$ cat src/tcm_pkg.sv
// Package for the tempo clock multiplier: register indexes and the result word type.
// No dependencies.
package tcm_pkg;

  localparam int unsigned CFG_IDX_W = 8;

  localparam logic [CFG_IDX_W-1:0] CFG_RUN_ENABLE       = 8'd0;
  localparam logic [CFG_IDX_W-1:0] CFG_CAPTURE_PRESCALE = 8'd1;
  localparam logic [CFG_IDX_W-1:0] CFG_CAPTURE_WRAP     = 8'd2;
  localparam logic [CFG_IDX_W-1:0] CFG_SUB_PRESCALE     = 8'd3;

  localparam logic [15:0] CAPTURE_PRESCALE_RST = 16'd1;
  localparam logic [31:0] CAPTURE_WRAP_RST     = 32'd65535;
  localparam logic [15:0] SUB_PRESCALE_RST     = 16'd1;
  localparam logic [15:0] RELOAD_MAX           = 16'hFFFF;

  typedef struct packed {
    logic        pulse_fire;
    logic [7:0]  pulse_index;
    logic        beat_start;
    logic        capture_event;
    logic [31:0] captured_period;
  } res_t;

endpackage

$ cat src/tempo_clock_multiplier.sv
// Top level of the tempo clock multiplier: counters, capture and output buffering.
// Depends on tcm_pkg.
//
// Usage
//   Input channel (in_valid / in_stall / in_tempo_edge): one word per base-clock
//   tick; in_tempo_edge marks a falling edge of the external tempo clock.
//   Result channel (out_valid / out_stall / out_*): exactly one result word per
//   input word, in order.
//   Config channel (cfg_valid / cfg_ready / cfg_index / cfg_data): register
//   writes, index 0 run_enable, 1 capture_prescale, 2 capture_wrap,
//   3 sub_prescale; other indexes are dropped. cfg_ready is always high.
//   Output: each result word is registered into the output register, or into
//   the skid register while the output is held. Throughput: one word per cycle
//   while in_stall is low; all counter updates happen in the accept cycle.
//   Stall: an output register plus a one-word skid register. in_stall rises
//   only when both hold words, so a stalled receiver costs at most one extra
//   word before the input side is held off.
//   Reset (rst_n low, synchronous): counters, position and captured period
//   clear, registers take their reset values, both buffers empty.
//   The period / PULSES_PER_BEAT quotient is tracked incrementally alongside
//   the period counter (remainder counter plus saturating quotient), so no
//   divider is needed at capture time.
module tempo_clock_multiplier
  import tcm_pkg::*;
#(
  parameter int unsigned PULSES_PER_BEAT = 24
) (
  input  logic                 clk,
  input  logic                 rst_n,
  // input words
  input  logic                 in_valid,
  output logic                 in_stall,
  input  logic                 in_tempo_edge,
  // result words
  output logic                 out_valid,
  input  logic                 out_stall,
  output logic                 out_pulse_fire,
  output logic [7:0]           out_pulse_index,
  output logic                 out_beat_start,
  output logic                 out_capture_event,
  output logic [31:0]          out_captured_period,
  // register writes
  input  logic                 cfg_valid,
  output logic                 cfg_ready,
  input  logic [CFG_IDX_W-1:0] cfg_index,
  input  logic [31:0]          cfg_data
);

  localparam int unsigned REM_W = $clog2(PULSES_PER_BEAT);
  localparam logic [REM_W-1:0] REM_LAST = REM_W'(PULSES_PER_BEAT - 1);
  localparam logic [7:0]       POS_LAST = 8'(PULSES_PER_BEAT - 1);

  // configuration registers
  logic        run_enable_r;
  logic [15:0] capture_prescale_r;
  logic [31:0] capture_wrap_r;
  logic [15:0] sub_prescale_r;

  // counter state
  logic [15:0]      cap_pre_cnt_r, cap_pre_cnt_nxt;
  logic [31:0]      period_cnt_r, period_cnt_nxt;
  logic [REM_W-1:0] period_rem_r, period_rem_nxt;   // period_cnt mod beat length
  logic [15:0]      period_quot_r, period_quot_nxt; // period_cnt / beat length, saturated
  logic [15:0]      sub_pre_cnt_r, sub_pre_cnt_nxt;
  logic [15:0]      sub_cnt_r, sub_cnt_nxt;
  logic [15:0]      sub_reload_r, sub_reload_nxt;
  logic [7:0]       pulse_pos_r, pulse_pos_nxt;
  logic [31:0]      last_period_r, last_period_nxt;

  // output buffering
  res_t res;
  res_t out_r, skid_r;
  logic out_valid_r, skid_valid_r;
  logic in_take, out_take;

  assign cfg_ready = 1'b1;
  assign in_stall  = skid_valid_r;
  assign in_take   = in_valid && !skid_valid_r;
  assign out_take  = out_valid_r && !out_stall;

  // register writes
  always_ff @(posedge clk) begin
    if (!rst_n) begin
      run_enable_r       <= 1'b0;
      capture_prescale_r <= CAPTURE_PRESCALE_RST;
      capture_wrap_r     <= CAPTURE_WRAP_RST;
      sub_prescale_r     <= SUB_PRESCALE_RST;
    end else if (cfg_valid && cfg_ready) begin
      case (cfg_index)
        CFG_RUN_ENABLE:       run_enable_r       <= cfg_data[0];
        CFG_CAPTURE_PRESCALE: capture_prescale_r <= cfg_data[15:0];
        CFG_CAPTURE_WRAP:     capture_wrap_r     <= cfg_data;
        CFG_SUB_PRESCALE:     sub_prescale_r     <= cfg_data[15:0];
        default: ;
      endcase
    end
  end

  // one tick of the counters
  always_comb begin
    cap_pre_cnt_nxt = cap_pre_cnt_r;
    period_cnt_nxt  = period_cnt_r;
    period_rem_nxt  = period_rem_r;
    period_quot_nxt = period_quot_r;
    sub_pre_cnt_nxt = sub_pre_cnt_r;
    sub_cnt_nxt     = sub_cnt_r;
    sub_reload_nxt  = sub_reload_r;
    pulse_pos_nxt   = pulse_pos_r;
    last_period_nxt = last_period_r;
    res             = '0;

    if (run_enable_r) begin
      if (in_tempo_edge) begin
        // capture: latch period, load reload, restart everything, pulse 0
        last_period_nxt   = period_cnt_r;
        sub_reload_nxt    = period_quot_r;
        cap_pre_cnt_nxt   = '0;
        period_cnt_nxt    = '0;
        period_rem_nxt    = '0;
        period_quot_nxt   = '0;
        sub_pre_cnt_nxt   = '0;
        sub_cnt_nxt       = '0;
        pulse_pos_nxt     = (POS_LAST == 8'd0) ? 8'd0 : 8'd1;
        res.pulse_fire    = 1'b1;
        res.beat_start    = 1'b1;
        res.capture_event = 1'b1;
      end else begin
        // period counter
        if (cap_pre_cnt_r >= capture_prescale_r) begin
          cap_pre_cnt_nxt = '0;
          if (period_cnt_r >= capture_wrap_r) begin
            period_cnt_nxt  = '0;
            period_rem_nxt  = '0;
            period_quot_nxt = '0;
          end else begin
            period_cnt_nxt = period_cnt_r + 32'd1;
            if (period_rem_r == REM_LAST) begin
              period_rem_nxt = '0;
              if (period_quot_r != RELOAD_MAX) period_quot_nxt = period_quot_r + 16'd1;
            end else begin
              period_rem_nxt = period_rem_r + REM_W'(1);
            end
          end
        end else begin
          cap_pre_cnt_nxt = cap_pre_cnt_r + 16'd1;
        end
        // sub-counter; a zero reload holds it
        if (sub_pre_cnt_r >= sub_prescale_r) begin
          sub_pre_cnt_nxt = '0;
          if (sub_reload_r != 16'd0) begin
            if (sub_cnt_r >= sub_reload_r) begin
              sub_cnt_nxt     = '0;
              res.pulse_fire  = 1'b1;
              res.pulse_index = pulse_pos_r;
              res.beat_start  = (pulse_pos_r == 8'd0);
              pulse_pos_nxt   = (pulse_pos_r >= POS_LAST) ? 8'd0 : pulse_pos_r + 8'd1;
            end else begin
              sub_cnt_nxt = sub_cnt_r + 16'd1;
            end
          end
        end else begin
          sub_pre_cnt_nxt = sub_pre_cnt_r + 16'd1;
        end
      end
    end
    res.captured_period = last_period_nxt;
  end

  always_ff @(posedge clk) begin
    if (!rst_n) begin
      cap_pre_cnt_r <= '0;
      period_cnt_r  <= '0;
      period_rem_r  <= '0;
      period_quot_r <= '0;
      sub_pre_cnt_r <= '0;
      sub_cnt_r     <= '0;
      sub_reload_r  <= '0;
      pulse_pos_r   <= '0;
      last_period_r <= '0;
    end else if (in_take) begin
      cap_pre_cnt_r <= cap_pre_cnt_nxt;
      period_cnt_r  <= period_cnt_nxt;
      period_rem_r  <= period_rem_nxt;
      period_quot_r <= period_quot_nxt;
      sub_pre_cnt_r <= sub_pre_cnt_nxt;
      sub_cnt_r     <= sub_cnt_nxt;
      sub_reload_r  <= sub_reload_nxt;
      pulse_pos_r   <= pulse_pos_nxt;
      last_period_r <= last_period_nxt;
    end
  end

  // output register + skid
  always_ff @(posedge clk) begin
    if (!rst_n) begin
      out_valid_r  <= 1'b0;
      skid_valid_r <= 1'b0;
    end else if (!out_valid_r || out_take) begin
      if (skid_valid_r) begin
        out_valid_r  <= 1'b1;
        skid_valid_r <= 1'b0;
      end else begin
        out_valid_r <= in_take;
      end
    end else if (in_take) begin
      skid_valid_r <= 1'b1;
    end
  end

  always_ff @(posedge clk) begin
    if (!out_valid_r || out_take) begin
      out_r <= skid_valid_r ? skid_r : res;
    end else if (in_take) begin
      skid_r <= res;
    end
  end

  assign out_valid           = out_valid_r;
  assign out_pulse_fire      = out_r.pulse_fire;
  assign out_pulse_index     = out_r.pulse_index;
  assign out_beat_start      = out_r.beat_start;
  assign out_capture_event   = out_r.capture_event;
  assign out_captured_period = out_r.captured_period;

  // checks
  a_skid_implies_out: assert property (@(posedge clk) disable iff (!rst_n)
    skid_valid_r |-> out_valid_r)
    else $error("skid holds a word while output register is empty");

  a_sub_within_reload: assert property (@(posedge clk) disable iff (!rst_n)
    sub_cnt_r <= sub_reload_r)
    else $error("sub-counter beyond reload");

  a_pos_in_beat: assert property (@(posedge clk) disable iff (!rst_n)
    pulse_pos_r <= POS_LAST)
    else $error("pulse position beyond beat length");

  a_rem_in_beat: assert property (@(posedge clk) disable iff (!rst_n)
    period_rem_r <= REM_LAST)
    else $error("period remainder out of range");

  a_beat_has_pulse: assert property (@(posedge clk) disable iff (!rst_n)
    (out_valid_r && out_r.beat_start) |-> (out_r.pulse_fire && out_r.pulse_index == 8'd0))
    else $error("beat start without pulse zero");

endmodule

$ cat config.mk
export PLATFORM = sky130hd
export DESIGN_NAME = tempo_clock_multiplier
export DESIGN_NICKNAME = d
export VERILOG_FILES = /design/src/tcm_pkg.sv /design/src/tempo_clock_multiplier.sv
export SDC_FILE = /design/constraint.sdc
export NUM_CORES = 1
export LEC_CHECK = 0
export BUFFER_PORTS_ARGS = -buffer_cell sky130_fd_sc_hd__buf_4
export CORE_AREA = 2 2 144 286
export CTS_CLUSTER_DIAMETER = 50
export DETAILED_ROUTE_END_ITERATION = 16
export DIE_AREA = 0 0 146 288
export PLACE_DENSITY = 0.52
export SYNTH_ARGS = -nofsm -noshare
export SYNTH_HDL_FRONTEND = slang
export SYNTH_SLANG_ARGS = --single-unit
export TNS_END_PERCENT = 1
$ cat constraint.sdc
create_clock -name clk -period 4.74 [get_ports clk]
set_clock_uncertainty 0.05 [all_clocks]
set_input_delay 0.474 -clock clk [delete_from_list [all_inputs] [get_ports clk]]
set_output_delay 0.474 -clock clk [all_outputs]
set_load 0.1 [all_outputs]
==> impl_metrics.env <==
export IMPL_drc_errors=0
export IMPL_p_total_mw=5.916
export IMPL_fin_hold_ws_ns=0.1094
export IMPL_firstDrtPassIters=5
export IMPL_reg2reg_slack_ns=1.22
export IMPL_r2r_cells=10
export IMPL_ys_seq_area_frac=0.4848
export IMPL_cp_start_kind="register"
export IMPL_cap_viol_max_count=0
export IMPL_crit_top_cell="a211oi_1"
export IMPL_insertion_delay_ns=0.57
export IMPL_io_pins=92
export IMPL_rows=104
export IMPL_ys_warn_count=0
export IMPL_drt_iter0_drc=472
export IMPL_antenna_found_initial=0
export IMPL_p_per_area_mw_per_mm2=352.3
export IMPL_synth_cell_types=65
export IMPL_crit_type="register to register"
export IMPL_path_depth=10
export IMPL_r2r_end="pulse_pos_r[3]$_SDFFE_PN0P_"
export IMPL_hold_viol_final=0
export IMPL_cts_buffer_depth=3
export IMPL_r2r_start="sub_reload_r[13]$_SDFFE_PN0P_"
export IMPL_ctsHoldBuffers=0
export IMPL_nFillCells=4031
export IMPL_rsz0062_at_grt="no"
export IMPL_cts_root_buf="clkbuf_16"
export IMPL_cp_slowest_stage_delay_ns=0.82
export IMPL_track_usage=0.1681
export IMPL_cts_repair_resized=0
export IMPL_synthesis_nets=1707
export IMPL_finalSetupViolCount=0
export IMPL_die_width_um=146
export IMPL_antenna_cells=0
export IMPL_crit_path_end_kind="register"
export IMPL_cts_clk_slew_worst_paths_ns=0.07
export IMPL_grt_overflow=0
export IMPL_syn_to_final_growth_pct=15.18
export IMPL_viasPerCell=5.019
export IMPL_cp_cell_sequence="inv_1, ha_1, a211oi_1, nor2_1, or3_1, a211oi_1, and3b_1, a211oi_1, o21ai_0, o31ai_1"
export IMPL_grt_pass1_vias=10910
export IMPL_cp_num_buf_inv=1
export IMPL_dr_total_vias=10980
export IMPL_setup_tns_ns=0
export IMPL_p_leak_nw=6.537
export IMPL_crit_start="sub_reload_r[13]$_SDFFE_PN0P_"
export IMPL_dpl_hpwl_um=26200
export IMPL_mostFrequentLayoutCells="223 x dfxtp_1, 219 x nand2_1, 155 x nor2_1"
export IMPL_die_h_um=288
export IMPL_multi_input_area_mm2=0.006845
export IMPL_numCtsBuffers=30
export IMPL_synthArstFlopShare=0
export IMPL_drive_gt1_frac=0.1441
export IMPL_outcome="finished, final reports clean"
export IMPL_worstPathRequired_ns=5.16
export IMPL_arrival_ns=3.93
export IMPL_grt_max_degree=85
export IMPL_finalWirelength_um=35520
export IMPL_ys_ff_latch=310
export IMPL_tightest_slew_ns=1.211
export IMPL_maxSlewViolCount=0
export IMPL_cts_tree="built"
export IMPL_routabilityCongestion=0.8117
export IMPL_max_vdd_ir_drop_uv=218.5
export IMPL_critPathCapture="pulse_pos_r[3]$_SDFFE_PN0P_"
export IMPL_core_area_mm2=0.04008
export IMPL_cts_max_level=1
export IMPL_start_util=0.3637
export IMPL_crit_path_max_fanout=6
export IMPL_postSynthAreaPerCell_um2=9.267
export IMPL_timing_final_crit_period_ns=3.515
export IMPL_clock_sinks=310
export IMPL_period_share=0.7416
export IMPL_mostFrequentLayoutCell="dfxtp_1"
export IMPL_io_buffers=90
export IMPL_crit_path_top_delay_cell="a211oi_1"
export IMPL_final_seq_area_mm2=0.007068
export IMPL_clock_fmax_ghz=0.2845
export IMPL_final_antenna_net_count=0
export IMPL_syn_area_mm2=0.01458
export IMPL_synth_cells=1573
export IMPL_die_area_mm2=0.04205
export IMPL_synth_edff_count=86
export IMPL_crit_family="compound AO/OA/AOI/OAI gates"
export IMPL_routedWlPerCell_um=16.23
export IMPL_layout_nets=1768
export IMPL_slew_headroom=0.1909
export IMPL_holdCritPathClass="input pin to register"
export IMPL_grt_pass1_wl_um=57500
export IMPL_post_cts_setup_buffers=0
export IMPL_synth_main_ff_cell="dfxtp_1"
layer usage:
metal	GRT usage	vias to the layer above	routed length, um
met5	0	-	0
met4	0.06990	0	1362
met3	0.01648	70	1055
met2	0.3264	193	18840
met1	0.1842	5132	14260
li1	-	5586	-
synthesized netlist by cell type, types with 2 or more instances:
cell / n / share of area
a211oi_1: 10 / 0.0051
mux2_2: 70 / 0.054
inv_1: 102 / 0.026
o2111ai_1: 2 / 0.0012
o21a_1: 4 / 0.0021
edfxtp_1: 86 / 0.18
buf_2: 11 / 0.0038
nor2b_1: 4 / 0.0017
nand3b_1: 2 / 0.0010
and4_1: 8 / 0.0048
or4_1: 5 / 0.0026
and3_1: 25 / 0.011
nand3_2: 2 / 0.0014
o211ai_1: 18 / 0.0093
nor2_1: 157 / 0.040
nand2_1: 220 / 0.057
or3_1: 23 / 0.0099
nand3_1: 40 / 0.014
clkbuf_1: 53 / 0.014
nor3b_1: 7 / 0.0036
o22ai_1: 2 / 0.00086
a21oi_2: 2 / 0.0012
and2_1: 21 / 0.0090
xnor2_1: 12 / 0.0072
xor2_1: 48 / 0.029
a21o_1: 14 / 0.0072
a21oi_1: 122 / 0.042
dfxtp_1: 224 / 0.31
o21ai_1: 16 / 0.0055
o21ai_0: 41 / 0.014
nor3_1: 42 / 0.014
nand4_1: 40 / 0.017
and3b_1: 3 / 0.0018
buf_4: 3 / 0.0015
nor4_1: 7 / 0.0030
ha_1: 88 / 0.076
buf_1: 3 / 0.00077
o31ai_1: 4 / 0.0021
a31oi_1: 2 / 0.00086
nand2b_1: 5 / 0.0021
how the worst min path moves through the flow:
stage                                               end                                 from  cells past startpoint
floorplan           capture_prescale_r[10]$_SDFFE_PN0P_  capture_prescale_r[10]$_SDFFE_PN0P_                      2
global placement        capture_wrap_r[29]$_SDFFE_PN0P_      capture_wrap_r[29]$_SDFFE_PN0P_                      2
detailed placement       sub_prescale_r[4]$_SDFFE_PN0P_       sub_prescale_r[4]$_SDFFE_PN0P_                      2
CTS                      sub_prescale_r[0]$_SDFFE_PN1P_                          cfg_data[0]                      3
global route            capture_wrap_r[20]$_SDFFE_PN0P_                         cfg_data[20]                      3
finish                   capture_wrap_r[2]$_SDFFE_PN1P_                          cfg_data[2]                      3
cells by family after synthesis:
| kind of cell | synth area share |
|---|---|
| AND/OR/NAND/NOR | 0.1996 |
| flip-flops | 0.4848 |
| AO/OA/AOI/OAI | 0.1020 |
| buffers and inverters | 0.04703 |
| adder cells (fa/ha/maj) | 0.07553 |
| multiplexers | 0.05476 |
| XOR/XNOR | 0.03605 |
| other | 0.0002572 |
layout make-up:
class	count	share of cell area
Multi-Input combinational cell	1089	0.4077
Tap cell	530	0.03949
Sequential cell	310	0.4209
Timing Repair Buffer	100	0.04471
Clock buffer	35	0.04896
Inverter	103	0.02310
Clock inverter	21	0.01513
worst min-delay path, delay by kind of cell:
kind	cells	cell delay [ns]
buffers and inverters	1	0.10
AO/OA/AOI/OAI	1	0.07
AND/OR/NAND/NOR	1	0.04
registers in the layout (all words and copies together), names as in the netlist, 16 cells and up:
name and count:
last_period_r 32, cap_pre_cnt_r 16, skid_r 43, sub_prescale_r 16, sub_pre_cnt_r 16, sub_cnt_r 16, capture_wrap_r 32, period_cnt_r 32
capture_prescale_r 16, sub_reload_r 16, period_quot_r 16, out_captured_period 32
report_power, final:
part / leakage [nW] / switching, mW / internal, mW
logic: 3.31 / 0.393 / 0.124
registers: 2.70 / 0.0223 / 2.79
clock network: 0.526 / 1.07 / 1.52
total: 6.54 / 1.48 / 4.43
stage by stage:
step | instance area (um^2) | cells | setup WS [ns] | util
floorplan | 14580 | 1573 | 0.04544 | -
global placement | 15720 | 2132 | 1.258 | 0.3921
detailed placement | 15720 | 2132 | 1.227 | 0.3921
CTS | 16790 | 2188 | 1.191 | 0.4190
global route | 16790 | 2188 | 0.9055 | 0.4190
finish | 16790 | 2188 | 1.225 | 0.4190
Power figures use the tool's default switching activity.
